File: config.mk
export PLATFORM = sky130hd
export DESIGN_NAME = axi_to_apb_bridge_unit_flat
export DESIGN_NICKNAME = d
export VERILOG_FILES = /design/src/rtl/abb_pkg.sv /design/src/rtl/abb_if.sv /design/src/rtl/abb_decode.sv /design/src/rtl/abb_core.sv /design/src/rtl/axi_to_apb_bridge_unit.sv /design/src/flat_wrapper.sv
export VERILOG_INCLUDE_DIRS = /design/src /design/src/rtl
export SDC_FILE = /design/constraint.sdc
export NUM_CORES = 1
export LEC_CHECK = 0
export BUFFER_PORTS_ARGS = -buffer_cell sky130_fd_sc_hd__buf_2
export CORE_UTILIZATION = 45
export CTS_CLUSTER_SIZE = 28
export DETAILED_ROUTE_END_ITERATION = 8
export PLACE_DENSITY_LB_ADDON = 0.3
export SYNTH_ARGS = -nofsm -noshare
export SYNTH_HDL_FRONTEND = slang
export SYNTH_SLANG_ARGS = --single-unit
export TNS_END_PERCENT = 30
File: constraint.sdc
create_clock -name clk -period 5.3 [get_ports clk]
set_input_delay 1.06 -clock clk [delete_from_list [all_inputs] [get_ports clk]]
set_output_delay 1.06 -clock clk [all_outputs]
set_load 0.005 [all_outputs]
File: src/rtl/assert_macros.svh
// assertion helpers included by axi_to_apb_bridge_unit
`ifndef ASSERT_MACROS_SVH
`define ASSERT_MACROS_SVH

// antecedent implies consequent in the same cycle
`define ASSERT_SAME(label, clk, rst, ante, cons) \
  label: assert property (@(posedge clk) disable iff (rst) (ante) |-> (cons)) \
    else $error("assertion failed: same-cycle implication");

// antecedent implies consequent in the next cycle
`define ASSERT_NEXT(label, clk, rst, ante, cons) \
  label: assert property (@(posedge clk) disable iff (rst) (ante) |=> (cons)) \
    else $error("assertion failed: next-cycle implication");

`endif

File: src/rtl/abb_pkg.sv
// ----------------------------------------------------------------------------
// abb_pkg
// types and constants of the axi to apb bridge
// ----------------------------------------------------------------------------
`default_nettype none

package abb_pkg;

  localparam int NUM_SLAVES_DEF = 4;
  localparam int NUM_WINDOWS    = 4;
  localparam int WIN_IDX_W      = 2;
  localparam int SLV_IDX_W      = 3;

  localparam logic [31:0] DEFAULT_RDATA = 32'hFFFF_FFFF;

  typedef enum logic [1:0] {
    PH_IDLE   = 2'd0,
    PH_SETUP  = 2'd1,
    PH_ACCESS = 2'd2,
    PH_OUT    = 2'd3
  } phase_t;

  typedef logic [NUM_WINDOWS-1:0][63:0] window_array_t;

  typedef struct packed {
    logic        req_valid;
    logic [31:0] req_addr;
    logic [3:0]  req_size;
    logic        req_write;
    logic [63:0] req_wdata;
    logic [7:0]  req_wstrb;
    logic        req_last;
    logic        slv_ready;
    logic [31:0] slv_rdata;
    logic        slv_err;
  } tick_t;

  typedef struct packed {
    logic        req_accept;
    logic        resp_valid;
    logic [63:0] resp_rdata;
    logic        resp_err;
    logic [2:0]  target_slave;
    logic        apb_select;
    logic        apb_enable;
    logic [31:0] apb_addr;
    logic        apb_write;
    logic [31:0] apb_wdata;
    logic [3:0]  apb_strobe;
    logic [2:0]  apb_prot;
  } view_t;

endpackage

`default_nettype wire

File: src/rtl/abb_if.sv
// ----------------------------------------------------------------------------
// abb channel interfaces
// valid/ready channels for ticks in, views out and window writes
// ----------------------------------------------------------------------------
`default_nettype none

interface abb_tick_if;
  logic          valid;
  logic          ready;
  abb_pkg::tick_t data;
  modport source (output valid, output data, input ready);
  modport sink   (input valid, input data, output ready);
endinterface

interface abb_view_if;
  logic          valid;
  logic          ready;
  abb_pkg::view_t data;
  modport source (output valid, output data, input ready);
  modport sink   (input valid, input data, output ready);
endinterface

interface abb_cfg_if;
  logic                            valid;
  logic                            ready;
  logic [abb_pkg::WIN_IDX_W-1:0]   index;
  logic [63:0]                     data;
  modport source (output valid, output index, output data, input ready);
  modport sink   (input valid, input index, input data, output ready);
endinterface

`default_nettype wire

File: src/rtl/abb_decode.sv
// ----------------------------------------------------------------------------
// abb_decode
// address window decode, highest matching slave wins
// ----------------------------------------------------------------------------
`default_nettype none

module abb_decode #(
  parameter int NUM_SLAVES = abb_pkg::NUM_SLAVES_DEF
) (
  input  wire logic [31:0]                     addr,
  input  wire abb_pkg::window_array_t          windows,
  output logic [abb_pkg::SLV_IDX_W-1:0]        sel
);
  import abb_pkg::*;

  always_comb begin
    sel = SLV_IDX_W'(NUM_SLAVES);
    for (int i = 0; i < NUM_SLAVES; i++) begin
      if (addr >= windows[i][31:0] && addr < windows[i][63:32]) begin
        sel = SLV_IDX_W'(i);
      end
    end
  end

endmodule

`default_nettype wire

File: src/rtl/abb_core.sv
// ----------------------------------------------------------------------------
// abb_core
// bridge phase machine and transfer registers, one step per accepted tick
// ----------------------------------------------------------------------------
`default_nettype none

module abb_core #(
  parameter int NUM_SLAVES = abb_pkg::NUM_SLAVES_DEF
) (
  input  wire logic                   clk,
  input  wire logic                   rst,
  input  wire logic                   advance,
  input  wire abb_pkg::tick_t         tick,
  input  wire abb_pkg::window_array_t windows,
  output abb_pkg::view_t              view
);
  import abb_pkg::*;

  phase_t               phase, phase_next;
  logic [SLV_IDX_W-1:0] selected, selected_next, dec_sel;
  logic                 resp_flag, resp_flag_next;
  logic [31:0]          xfer_addr, xfer_addr_next;
  logic [31:0]          xfer_wdata, xfer_wdata_next;
  logic [63:0]          read_buffer, read_buffer_next;
  logic                 xfer_write, xfer_write_next;
  logic [3:0]           xfer_strobe, xfer_strobe_next;
  logic                 select_flag, select_flag_next;
  logic                 enable_flag, enable_flag_next;
  logic                 error_flag, error_flag_next;
  logic [3:0]           bytes_left, bytes_left_next;

  logic        mapped;
  logic        rdy;
  logic [31:0] rd;
  logic        er;

  abb_decode #(.NUM_SLAVES(NUM_SLAVES)) u_decode (
    .addr    (tick.req_addr),
    .windows (windows),
    .sel     (dec_sel)
  );

  assign mapped = selected < SLV_IDX_W'(NUM_SLAVES);
  assign rdy    = mapped ? tick.slv_ready : 1'b1;
  assign rd     = mapped ? tick.slv_rdata : DEFAULT_RDATA;
  assign er     = mapped ? tick.slv_err   : 1'b1;

  // next phase
  always_comb begin
    phase_next = phase;
    case (phase)
      PH_IDLE: begin
        if (tick.req_valid) begin
          phase_next = tick.req_last ? PH_SETUP : PH_OUT;
        end
      end
      PH_SETUP:  phase_next = PH_ACCESS;
      PH_ACCESS: begin
        if (rdy) begin
          phase_next = (bytes_left > 4'd4) ? PH_SETUP : PH_OUT;
        end
      end
      default:   phase_next = PH_IDLE;
    endcase
  end

  // next transfer registers
  always_comb begin
    selected_next    = selected;
    resp_flag_next   = 1'b0;
    xfer_addr_next   = xfer_addr;
    xfer_wdata_next  = xfer_wdata;
    read_buffer_next = read_buffer;
    xfer_write_next  = xfer_write;
    xfer_strobe_next = xfer_strobe;
    select_flag_next = select_flag;
    enable_flag_next = enable_flag;
    error_flag_next  = error_flag;
    bytes_left_next  = bytes_left;
    case (phase)
      PH_IDLE: begin
        error_flag_next  = 1'b0;
        enable_flag_next = 1'b0;
        select_flag_next = 1'b0;
        selected_next    = dec_sel;
        if (tick.req_valid) begin
          xfer_write_next  = tick.req_write;
          select_flag_next = 1'b1;
          xfer_addr_next   = {tick.req_addr[31:2], 2'b00};
          if (tick.req_addr[2]) begin
            xfer_wdata_next  = tick.req_wdata[63:32];
            xfer_strobe_next = tick.req_wstrb[7:4];
          end else begin
            xfer_wdata_next  = tick.req_wdata[31:0];
            xfer_strobe_next = tick.req_wstrb[3:0];
          end
          bytes_left_next = tick.req_size;
          if (!tick.req_last) begin
            select_flag_next = 1'b0;
            error_flag_next  = 1'b1;
            read_buffer_next = '1;
            resp_flag_next   = 1'b1;
          end
        end
      end
      PH_SETUP: begin
        enable_flag_next = 1'b1;
      end
      PH_ACCESS: begin
        error_flag_next = er;
        if (rdy) begin
          enable_flag_next = 1'b0;
          if (xfer_addr[2]) begin
            read_buffer_next = {rd, read_buffer[31:0]};
          end else begin
            read_buffer_next = {read_buffer[63:32], rd};
          end
          if (bytes_left > 4'd4) begin
            bytes_left_next  = bytes_left - 4'd4;
            xfer_addr_next   = xfer_addr + 32'd4;
            xfer_wdata_next  = tick.req_wdata[63:32];
            xfer_strobe_next = tick.req_wstrb[7:4];
          end else begin
            resp_flag_next   = 1'b1;
            select_flag_next = 1'b0;
            xfer_write_next  = 1'b0;
          end
        end
      end
      default: begin
        error_flag_next = 1'b0;
      end
    endcase
  end

  always_ff @(posedge clk) begin
    if (rst) begin
      phase       <= PH_IDLE;
      selected    <= SLV_IDX_W'(NUM_SLAVES);
      resp_flag   <= 1'b0;
      xfer_addr   <= '0;
      xfer_wdata  <= '0;
      read_buffer <= '0;
      xfer_write  <= 1'b0;
      xfer_strobe <= '0;
      select_flag <= 1'b0;
      enable_flag <= 1'b0;
      error_flag  <= 1'b0;
      bytes_left  <= '0;
    end else if (advance) begin
      phase       <= phase_next;
      selected    <= selected_next;
      resp_flag   <= resp_flag_next;
      xfer_addr   <= xfer_addr_next;
      xfer_wdata  <= xfer_wdata_next;
      read_buffer <= read_buffer_next;
      xfer_write  <= xfer_write_next;
      xfer_strobe <= xfer_strobe_next;
      select_flag <= select_flag_next;
      enable_flag <= enable_flag_next;
      error_flag  <= error_flag_next;
      bytes_left  <= bytes_left_next;
    end
  end

  // bus view of the state before this tick
  always_comb begin
    view.req_accept   = (phase == PH_IDLE);
    view.resp_valid   = resp_flag;
    view.resp_rdata   = read_buffer;
    view.resp_err     = error_flag;
    view.target_slave = selected;
    view.apb_select   = mapped & select_flag;
    view.apb_enable   = mapped & enable_flag;
    view.apb_addr     = xfer_addr;
    view.apb_write    = xfer_write;
    view.apb_wdata    = xfer_wdata;
    view.apb_strobe   = xfer_strobe;
    view.apb_prot     = 3'b000;
  end

endmodule

`default_nettype wire

File: src/rtl/axi_to_apb_bridge_unit.sv
// ----------------------------------------------------------------------------
// axi_to_apb_bridge_unit
// clock-tick model of an axi to apb bridge with four decoded slave windows
// ----------------------------------------------------------------------------
//   channel   dir   word                      handshake
//   in_ch     in    one bus tick (tick_t)     valid / ready
//   out_ch    out   bus view (view_t)         valid / ready
//   cfg       in    window index + 64b data   valid / ready, ready tied high
//
// one tick word is accepted per cycle while in_ch.ready is high; its view word appears in
// the output register in the next cycle and shows the state before the single phase machine
// step per tick; in_ch.ready drops only while a view word waits in out_ch
// rst is synchronous: idle phase, unmapped target, windows and flags cleared
// ----------------------------------------------------------------------------
`default_nettype none

module axi_to_apb_bridge_unit #(
  parameter int NUM_SLAVES = abb_pkg::NUM_SLAVES_DEF
) (
  input wire logic clk,
  input wire logic rst,
  abb_tick_if.sink   in_ch,
  abb_view_if.source out_ch,
  abb_cfg_if.sink    cfg
);
  import abb_pkg::*;
  `include "assert_macros.svh"

  window_array_t windows;
  logic          advance;
  view_t         view;
  logic          out_valid;
  view_t         out_data;

  assign cfg.ready = 1'b1;

  always_ff @(posedge clk) begin
    if (rst) begin
      windows <= '0;
    end else if (cfg.valid && cfg.ready) begin
      windows[cfg.index] <= cfg.data;
    end
  end

  assign in_ch.ready = !out_valid || out_ch.ready;
  assign advance     = in_ch.valid && in_ch.ready;

  abb_core #(.NUM_SLAVES(NUM_SLAVES)) u_core (
    .clk     (clk),
    .rst     (rst),
    .advance (advance),
    .tick    (in_ch.data),
    .windows (windows),
    .view    (view)
  );

  always_ff @(posedge clk) begin
    if (rst) begin
      out_valid <= 1'b0;
    end else if (advance) begin
      out_valid <= 1'b1;
    end else if (out_ch.ready) begin
      out_valid <= 1'b0;
    end
  end

  always_ff @(posedge clk) begin
    if (advance) begin
      out_data <= view;
    end
  end

  assign out_ch.valid = out_valid;
  assign out_ch.data  = out_data;

  `ASSERT_SAME(a_stall_blocks_input, clk, rst, out_ch.valid && !out_ch.ready, !in_ch.ready)
  `ASSERT_NEXT(a_tick_gives_word, clk, rst, in_ch.valid && in_ch.ready, out_ch.valid)
  `ASSERT_SAME(a_enable_needs_select, clk, rst, out_ch.valid && out_ch.data.apb_enable, out_ch.data.apb_select)
  `ASSERT_SAME(a_resp_not_idle, clk, rst, out_ch.valid && out_ch.data.resp_valid, !out_ch.data.req_accept)

endmodule

`default_nettype wire
File: src/flat_wrapper.sv
// flat-port wrapper written by rule: the top's interface ports become plain ports
module axi_to_apb_bridge_unit_flat import abb_pkg::*;
#(
  parameter int NUM_SLAVES = abb_pkg::NUM_SLAVES_DEF
)
  (clk, rst, in_ch_valid, in_ch_data, in_ch_ready, out_ch_valid, out_ch_data, out_ch_ready, cfg_valid, cfg_index, cfg_data, cfg_ready);
  abb_tick_if in_ch_i ();
  abb_view_if out_ch_i ();
  abb_cfg_if cfg_i ();
  input wire logic clk;
  input wire logic rst;
  input wire logic [$bits(in_ch_i.valid)-1:0] in_ch_valid;
  input wire logic [$bits(in_ch_i.data)-1:0] in_ch_data;
  output wire logic [$bits(in_ch_i.ready)-1:0] in_ch_ready;
  output wire logic [$bits(out_ch_i.valid)-1:0] out_ch_valid;
  output wire logic [$bits(out_ch_i.data)-1:0] out_ch_data;
  input wire logic [$bits(out_ch_i.ready)-1:0] out_ch_ready;
  input wire logic [$bits(cfg_i.valid)-1:0] cfg_valid;
  input wire logic [$bits(cfg_i.index)-1:0] cfg_index;
  input wire logic [$bits(cfg_i.data)-1:0] cfg_data;
  output wire logic [$bits(cfg_i.ready)-1:0] cfg_ready;
  assign in_ch_i.valid = in_ch_valid;
  assign in_ch_i.data = in_ch_data;
  assign in_ch_ready = in_ch_i.ready;
  assign out_ch_valid = out_ch_i.valid;
  assign out_ch_data = out_ch_i.data;
  assign out_ch_i.ready = out_ch_ready;
  assign cfg_i.valid = cfg_valid;
  assign cfg_i.index = cfg_index;
  assign cfg_i.data = cfg_data;
  assign cfg_ready = cfg_i.ready;
  axi_to_apb_bridge_unit #(.NUM_SLAVES(NUM_SLAVES)) u_core (.clk(clk), .rst(rst), .in_ch(in_ch_i), .out_ch(out_ch_i), .cfg(cfg_i));
endmodule
Yosys cells after proc, flatten, opt, wreduce, memory -nomap -nowiden
Cells that the tools add are included.

cells by class
  $add $sub $neg = 2
  $mul = 0
  div/mod/pow operators = 0
  $lt $le $gt $ge = 12
  equality and inequality tests = 9
  shifts and indexed selects = 0
  multiplexer cells = 55
  bitwise logic cells = 3
  reduce and logical (&&, ||, !) cells = 21

operators with widths
  operator                 count
  $mux W64                 5
  $bwmux W256              1
  $mux W32                 8
  $demux W64 S2            1
  $ge A32 B32 Y1           4
  $lt A32 B32 Y1           4
  $pmux W32 S2             2
  $pmux W64 S2             1
  $add A32 B3 Y32 const B  1
  $mux W4                  7
  $pmux W4 S2              2
  $mux W1                  14
  $ne A2 B2 Y1 const B     7
  $mux W3                  4
  $reduce_and A6 Y1        2
  $reduce_and A5 Y1        2
  $mux W2                  4
  $logic_and A1 B1 Y1      6
  $pmux W1 S2              3
  $pmux W1 S3              2
  $pmux W2 S3              1
  $reduce_and A3 Y1        2
  $gt A4 B3 Y1 const B     1
  $reduce_and A2 Y1        2
  other kinds (14)         16

storage, ports and cells
  register bits after elaboration = 544
  latch bits = 0
  memory bits (writable) = 0
  ROM bits = 0
  output and inout bits = 147
  logic and storage cells = 131
  memories kept = 0

Logic depth before layout (Yosys ltp)
Gate-level depths: netlist (run 1).

  depth in word-level cells = 6
  depth in mapped cells = 12
  gate-level depth less buffers = 10

Hierarchy
A second synthesis (run 1) with hierarchy kept.

unflattened totals
  cells, all modules = 2770
  area total of the unflattened synthesis = 27540.2 µm²

modules (own cells, without submodules)
  module                  instances  cells an instance  area each (µm²)  sequential area each (µm²)
  axi_to_apb_bridge_unit  1          1055               14455.1          9469.1
  abb_core                1          832                6779.0           2882.8
  abb_decode              1          883                6306.0           0.0

Least setup slack after synthesis (run 1)
Ideal clock, no wire load.

  kind = input port to flip-flop
  start = in out_ch_ready
  end = reg u_core.out_data, in the netlist u_core.out_ch.data[100], enable pin
  library setup time = 0.491 ns
  arrival time = 4.094 ns
  path slack = 0.715 ns
  cell stages on the path = 3
  path buffers = 0
  cell sequence = nand2b_1 nand2_1 inv_1

on the way
  longest elaborated chain between the ends = 2

ends and longest elaborated chain
  element               RTL line                      RTL
  start, declared       flat_wrapper.sv:17            input wire logic [$bits(out_ch_i.ready)-1:0] out_ch_ready;
  $logic_or A1 B1 Y1    axi_to_apb_bridge_unit.sv:45  assign in_ch.ready = !out_valid || out_ch.ready;
  $logic_and A1 B1 Y1   axi_to_apb_bridge_unit.sv:46  assign advance = in_ch.valid && in_ch.ready;
  net u_core.advance    axi_to_apb_bridge_unit.sv:30  logic advance;
  end signal, assigned  axi_to_apb_bridge_unit.sv:69  out_data <= view;
  end, declared         axi_to_apb_bridge_unit.sv:33  view_t out_data;

The timed path passes the listed nets, and every way through them passes these cells.
A chain may end at the register's enable or synchronous reset.

Final worst setup path (run 1)
  start = reg u_core.u_core.selected[2]
  end = reg u_core.u_core.xfer_strobe[0]

on the way
  longest elaborated chain between the ends = 4

ends and longest elaborated chain
  element                      RTL line         RTL
  start, declared              abb_core.sv:20   logic [SLV_IDX_W-1:0] selected, selected_next, dec_sel;
  start signal, assigned       abb_core.sv:139  selected <= SLV_IDX_W'(NUM_SLAVES);
  start signal, assigned       abb_core.sv:152  selected <= selected_next;
  $lt A3 B3 Y1                 abb_core.sv:43   assign mapped = selected < SLV_IDX_W'(NUM_SLAVES);
  $mux W1                      abb_core.sv:44   assign rdy = mapped ? tick.slv_ready : 1'b1;
  $ne A2 B2 Y1 (no line)       n/a
  $reduce_and A5 Y1 (no line)  n/a
  end signal, assigned         abb_core.sv:158  xfer_strobe <= xfer_strobe_next;
  end, declared                abb_core.sv:26   logic [3:0] xfer_strobe, xfer_strobe_next;

Every way passes these cells.

==> results.txt, run 1 <==
- Prevailing post-synth register cell: sky130_fd_sc_hd__dfxtp_1
- CTS Hold Buffers Added: 0
- Dividing the final minimum period by the clock period gives 0.5969.
* Share of synthesized flip-flops with an asynchronous set or reset: 0
- Ranking of synthesized cells by area: sky130_fd_sc_hd__dfxtp_1 31%, sky130_fd_sc_hd__edfxtp_1 16%, sky130_fd_sc_hd__ha_1 12%
- CTS tree: built
- Crit Path Category: reg -> reg
* Placed cell count: between 3,000 and 4,000
- Max-slew violation total from the final report: 0
- Netlist area before placement: around 26,000 um2
* Cell type with the largest total area after synthesis: sky130_fd_sc_hd__dfxtp_1
- Peak Freq: between 300 and 400 MHz
* Worst hold path class: reg -> reg
- In the global route stage, overall resource usage came out at 0.2438.
- Total power divided by cell area: about 330 nW/um2
- Setup violations remaining at the end of the flow were counted as 0.
- The floorplan step defined a die boundary enclosing 57,750 um2.
- Yosys reg bits: 540
* Utilization of the core after routing: 0.5379
- Number of standard cells in the layout, taps in and fillers out: 4,027
- The via count of the first global-routing pass came to between 15,000 and 20,000.
- Number of synthesized flops with an enable pin: roughly 140
- Clock Latency Late Sink: between 600 and 700 ps
- Clk pin slew, worst setup/hold paths: ~60 ps
- Largest delay share family, worst path: simple AND/OR/NAND/NOR gates
* Iteration count of the initial detailed-routing pass: 5
- In the routed layout, each cell is associated on average with a via count of 5.277.
- The final count of hold timing violations came to 0.
* Gate Count Post-Synth: between 2,000 and 3,000
* DRC marker count from the first detailed-route iteration: roughly 1,500
- Adding up every negative setup slack in the final design gives 0 ps.
- Number of remaining DRC errors: 0
* Mean Syn Cell Area: slightly below 9 um2
- Yosys warnings: 0
- Tightest slew margin relative to the limit: 0.3792
- Met2 wirelength from detailed routing: about 32 mm
- The first global-routing pass estimated between 100 and 150 mm of wire.
- Critical Path Sink Type: flip-flop
- The initial antenna violation count came to 11.
- Row generation in the floorplan step produced 86 rows.
* Sequential area share after synthesis: 0.4774
- In this run the static leakage power is roughly 11 nW.
* Num CTS Buffers: just under 60
- After detailed routing, the average wire length per cell comes to roughly 18 um.
* Result of the run: completed
- The net count of the finished layout is between 3,000 and 4,000.
- Area of all placed cells without fillers: approximately 30,000 um2
* Wire length after detailed routing: 71.41 mm
- Actual slew at the worst max-slew pin: 929.0 ps
* Cell with the largest stage delay on the worst path: sky130_fd_sc_hd__and2_4
* Post-route clock skew: approximately 20 ps
* Worst endpoint data arrival time: roughly 3700 ps
- DR WL met3: ~4.7 mm
- After detailed routing, the wire length on met1 is 32.61 mm.
* Number of routed nets with antenna violations: 0
* Number of clock sinks: 540
- For this run the aggregate overflow at the end of global routing stands at 0.
* HPWL after detailed placement: 48.84 mm
- Most frequent cells after synthesis: 635 x sky130_fd_sc_hd__nand2_1, 401 x sky130_fd_sc_hd__dfxtp_1, 350 x sky130_fd_sc_hd__a21oi_1
- The most common cell in the synthesized netlist is sky130_fd_sc_hd__nand2_1.
* Vertical extent of the die: 240.3 um
* Crit-path cells: nand2b_1 -> buf_4 -> nor2_1 -> nor3_1 -> and2_4 -> buf_4 -> nor2_1 -> a311oi_1
- VDD sags by at most 282.0 uV.
- Synthesis instantiated about 70 different standard cells from the library.
- In the final layout, the share of cells above drive strength 1 is 0.1545.
- Setup repair after global routing left no endpoint under its margin.
* Post-cts repair resize count: 0
- Of all nets on the critical path, the largest fanout is between 80 and 90.
- Port buffering added between 300 and 400 buffers.
* Critical path's largest stage delay: between 800 and 900 ps
- The tool flagged a number of max-cap violations equal to 0.
- Final weighted congestion in routability-driven placement: between 0.8 and 0.9
- Clock tree synthesis selected as its root buffer the cell sky130_fd_sc_hd__clkbuf_16.
- For the worst setup path, the data required time is 5810 ps.
- Across all layers, the routed design uses 21,250 vias.
- Hold slack: between 400 and 500 ps
- Total setup buffers inserted after CTS: 0
- The smallest clock period supported by the final layout is computed as roughly 3200 ps.
* Area after DPL: roughly 28,000 um2
- Top Metal Used: met5
- WP buf/inv: 2
- Die Span X: between 200 and 250 um
* Total I/O pin count: 363
- Entering global routing, the biggest net connects approximately 130 pins.
- Effective utilization at floorplan: 0.4594
- The worst setup path is launched from a flip-flop.
- Relative to the synthesized area, the layout overhead comes to 17.10%.
- The clock tree synthesis step divided the H-tree into 2 levels.
- The core region is about 56,000 um2.
* Deepest clock path buffer count: 3
- Top cell type's share of synthesized area: 0.3141
-- per-stage QoR --
step                total power [W]  worst slack, ps
global route                0.01034             1831
finish                     0.009924             2137
floorplan                  0.005327            714.6
CTS                        0.009999             2093
global placement           0.005799             1639
detailed placement         0.005818             1624
-- area by class of cell --
type / instances / area, um2
inverters: 260 / 980.9
flip-flops and latches: 540 / 12200
diodes: 3 / 7.507
clock buffers: 77 / 1664
well taps: 748 / 935.9
clock inverters: 30 / 332.8
repair buffers: 378 / 1994
multi-input cells: 1991 / 11810
fillers: 5251 / 25700
-- state kept, by name, indices dropped and copies added, names as in the netlist, 2 cells and up --
name	count
u_core.u_core.selected	3
u_core.u_core.read_buffer	64
u_core.u_core.xfer_addr	30
u_core.u_core.phase	2
u_core.u_core.xfer_wdata	32
u_core.windows	256
u_core.u_core.bytes_left	4
u_core.u_core.xfer_strobe	4
u_core.out_ch.data	139
-- cells in the final DEF, fill, tap and decap left out, drive strengths merged, types with 8 or more instances in the layout --
master	instances
o31ai	10
and4	9
a21o	47
nor3	25
clkinv	19
nand2	636
inv	262
a211oi	90
edfxtp	139
nand4	36
nor2	216
nand2b	8
a311oi	39
o211ai	8
and3	11
buf	378
a21oi	350
a22oi	9
clkbuf	77
o21ai	114
nand3	33
dfxtp	401
nor2b	11
ha	254
-- where the power goes --
| part | internal, W | switching [W] | total [W] | leakage [nW] |
|---|---|---|---|---|
| logic | 0.000431 | 0.000723 | 0.00115 | 5.81 |
| clock network | 0.00246 | 0.00173 | 0.00419 | 0.983 |
| registers | 0.00447 | 0.000112 | 0.00458 | 4.67 |
-- per-layer routing --
| layer | track usage | vias up |
|---|---|---|
| met4 | 0.07836 | 12 |
| met1 | 0.3332 | 9837 |
| li1 | - | 10660 |
| met3 | 0.04317 | 128 |
| met2 | 0.3891 | 612 |
| met5 | 0 | - |
-- kinds of logic after synthesis --
kind of cell    synth area share
flops                     0.4774
fa+ha+maj                 0.1244
compound gates            0.1697
simple gates              0.1647
buf+inv                  0.06355
other cells            0.0002939
-- path summary, 6_finish.rpt --
| path | start | to | slack [ps] | cells past startpoint |
|---|---|---|---|---|
| worst max-delay path | u_core.u_core.selected[2] | u_core.u_core.xfer_strobe[0] | 2140 | 8 |
| worst min-delay path | u_core.u_core.error_flag | u_core.out_ch.data[77] | 420 | 0 |
| worst max register to register | u_core.u_core.selected[2] | u_core.u_core.xfer_strobe[0] | 2140 | 8 |
| worst min register to register | u_core.u_core.error_flag | u_core.out_ch.data[77] | 420 | 0 |
Note: power is estimated with default switching activity, not from simulation.
==> run 2: changes to the inputs <==
- clock period: 5.3 -> 3 ns (I/O delays scaled with it)
==> run 2 against run 1 <==
Net effect:
- clock skew increased by 13 ps
- utilization increased by 1.0 points
- via count increased by 1.9%
- cell count increased by 1.1%
- setup slack got worse by 2000 ps
- total power increased by 80%
- cell area increased by 1.9%
- maximum frequency increased by 9.0%
- largest power group unchanged
- highest routed layer unchanged
==> results.txt, run 2 (synthesized netlist as in run 1, its figures left out) <==
- Result of the run: completed
- The filler cells instantiated in the layout total approximately 5,200.
- In the final routed layout, each cell accounts on average for between 15 and 20 um.
- The startpoint identified for the worst register-to-register timing path is u_core.windows[12].
- Wire length of the first global-routing pass: 112.1 mm
- Data required time of the worst path: 3530 ps
- Most common cell after layout, fill and taps aside: sky130_fd_sc_hd__nand2_1
* Root Buffer Master: sky130_fd_sc_hd__clkbuf_16
- Max-slew violation total from the final report: 0
- Detailed placement ended at an HPWL of about 51 mm.
- Vias per cell: around 5.3
- The clock reaches the later pin of the worst-skew pair after 640 ps.
- More flip-flops sit in one register than any other, and that register is u_core.windows.
- The number of setup buffers added after CTS is 0.
* Sum of overflow across all layers after global routing: 0
- Total design power: between 0.015 and 0.02 W
- Capture point of the worst reg-to-reg path: u_core.u_core.selected[2]
- Of the cells placed in the final design, the portion with a size suffix greater than 1 is 0.1663.
* Tightest slew margin relative to the limit: 0.4184
* Placed cell count: a little under 4,000
* Worst endpoint data arrival time: between 3000 and 4000 ps
- Worst hold path class: in -> reg
- Routability-driven placement finished with a final weighted congestion of 0.8700.
- Largest register FFs: 256
- In this run, post-CTS repair resized a total of 0 instances.
- Total I/O pin count: 363
- After floorplanning, the core was divided into 86 placement rows.
- Clock period minus worst slack: 2903 ps
- The final count of hold timing violations is 0.
- RSZ-0062 raised after global routing: false
- Setup violations remaining at the end of the flow were counted as 0.
- 0 antenna diodes ended up in the layout.
* Placeable core area: ~56,000 um2
- Crit-path most repeated cell: sky130_fd_sc_hd__a211o_1
- Leading cell types in the layout, fill and taps excluded: 634 x sky130_fd_sc_hd__nand2_1, 401 x sky130_fd_sc_hd__dfxtp_1, 355 x sky130_fd_sc_hd__buf_2, 350 x sky130_fd_sc_hd__a21oi_1, 259 x sky130_fd_sc_hd__inv_1
- Number of clock sinks: 540
* CTS tree: built
* Clk pin slew, worst setup/hold paths: roughly 60 ps
* DRC marker count from the first detailed-route iteration: 1,398
- Period utilization: 0.9677
- Deepest clock path buffer count: 3
* Total power divided by cell area: 586.8 nW/um2
* Cell with the largest stage delay on the worst path: sky130_fd_sc_hd__a211oi_1
- In the global route stage, overall resource usage came out at 0.2480.
- Following the worst setup path forward leads to its endpoint at u_core.u_core.selected[2].
- The final layout contains 3,748 nets.
* Kind of start point of the critical path: flip-flop
* Utilization of the core after routing: 0.5484
- The clock arrives with roughly 33 ps of skew.
* Register-to-register setup slack: approximately 97 ps
- Number of remaining DRC errors: 0
- The via count of the first global-routing pass is between 20,000 and 25,000.
- Logic depth of the worst register-to-register path: 10
- Iteration count of the initial detailed-routing pass: 7
- Tracing the worst setup path back leads to its startpoint at u_core.windows[12].
- Number of antenna violations at the first check in global routing: 4
* Crit-path cells: inv_1 -> ha_1 -> nand4_1 -> nor3_1 -> o21ai_0 -> a211oi_1 -> o211ai_1 -> a211o_1 -> a211o_1 -> a311o_1
* Number of standard cells in the layout, taps in and fillers out: slightly above 4,000
* Area of all placed cells without fillers: ~31,000 um2
- Peak Freq: between 300 and 400 MHz
- Number of routed nets with antenna violations: 0
- For this configuration, the core starts out at a cell density of 0.4594.
- DR vias: ~22,000
- Worst voltage drop across the vdd grid: approximately 480 uV
* CTS Hold Buffers Added: 0
- Crit Path Category: reg -> reg
* CTS HTree Levels: 2
- Once placement finished, the instance area stood at approximately 28,000 um2.
- After detailed routing, the total wire length is ~73 mm.
* Total Neg Setup Slack: 0 ps
* Number of buffers added on ports: about 360
- Actual slew at the worst max-slew pin: around 870 ps
- The floorplan step set the die height to 240.3 um.
- The largest single stage delay on the critical path is approximately 390 ps.
- Of all nets on the critical path, the largest fanout is 2.
- Leak: between 10 and 15 nW
- Critical Path Sink Type: flip-flop
- Across the run, the number of max-cap violations was 0.
- The die is roughly 240 um wide.
* Maximum number of pins on one net before global-route repair: ~100
* Layout overhead on the synthesized area: 19.37%
- Buffers inserted during clock tree synthesis total ~60.
- The die covers around 58,000 um2.
-- run 2: cell types whose count changed in the layout (fill, tap and decap cells not counted), sizes merged --
cell,delta
buf,+48
clkinv,-6
bufinv,+3
diode,-3
clkinvlp,+2
clkbuf,+1
inv,+1
-- run 2: cell type report --
class                   instances  area, um2  share of cell area
clock buffers                  78       1638             0.05368
clock inverters                30      430.4             0.01411
inverters                     260      979.7             0.03211
multi-input cells            1991      11820              0.3874
flip-flops and latches        540      12200              0.4000
well taps                     748      935.9             0.03068
repair buffers                426       2505             0.08211
-- run 2: routing by layer --
metal  share of wire  vias to the layer above  track usage
li1                -                    10770            -
met1            0.45                    10100       0.3371
met2            0.46                      675       0.4056
met3           0.067                      101      0.03881
met4           0.024                        6      0.07199
met5         0.00054                        -            0
-- run 2: critical path, delay by kind of cell, from the launching register on --
kind	cells	cell delay, ps
buf+inv	1	80
compound gates	6	1650
simple gates	2	470
flops	1	330
fa+ha+maj	1	270
-- run 2: stage by stage --
| stage | hold WS, ps | worst slack (ps) |
|---|---|---|
| after detailed placement | 414.2 | -187.1 |
| after global routing | 210.5 | 1.781 |
| after CTS | 181.8 | 125.2 |
| final | 223.7 | 96.84 |
| after global placement | 410.9 | -180.6 |
| after floorplan | 401.9 | -295.2 |
-- run 2: power by group --
group          internal, W  leakage (nW)  switching [W]  total [W]
Combinational     0.000823          6.10        0.00130    0.00212
Clock              0.00456          1.00        0.00313    0.00769
Sequential         0.00790          4.67       0.000198    0.00810
Total               0.0133          11.8        0.00463     0.0179
-- run 2: how the worst min path moves through the flow --
stage	from	to	slack (ps)	depth (start not counted)
finish	in_ch_data[110]	u_core.u_core.bytes_left[2]	220	3
floorplan	u_core.u_core.xfer_write	u_core.out_ch.data[39]	400	0
global placement	u_core.u_core.read_buffer[50]	u_core.out_ch.data[128]	410	0
global route	in_ch_data[49]	u_core.u_core.xfer_wdata[6]	210	3
CTS	in_ch_data[110]	u_core.u_core.bytes_left[2]	180	3
detailed placement	u_core.u_core.error_flag	u_core.out_ch.data[77]	410	0
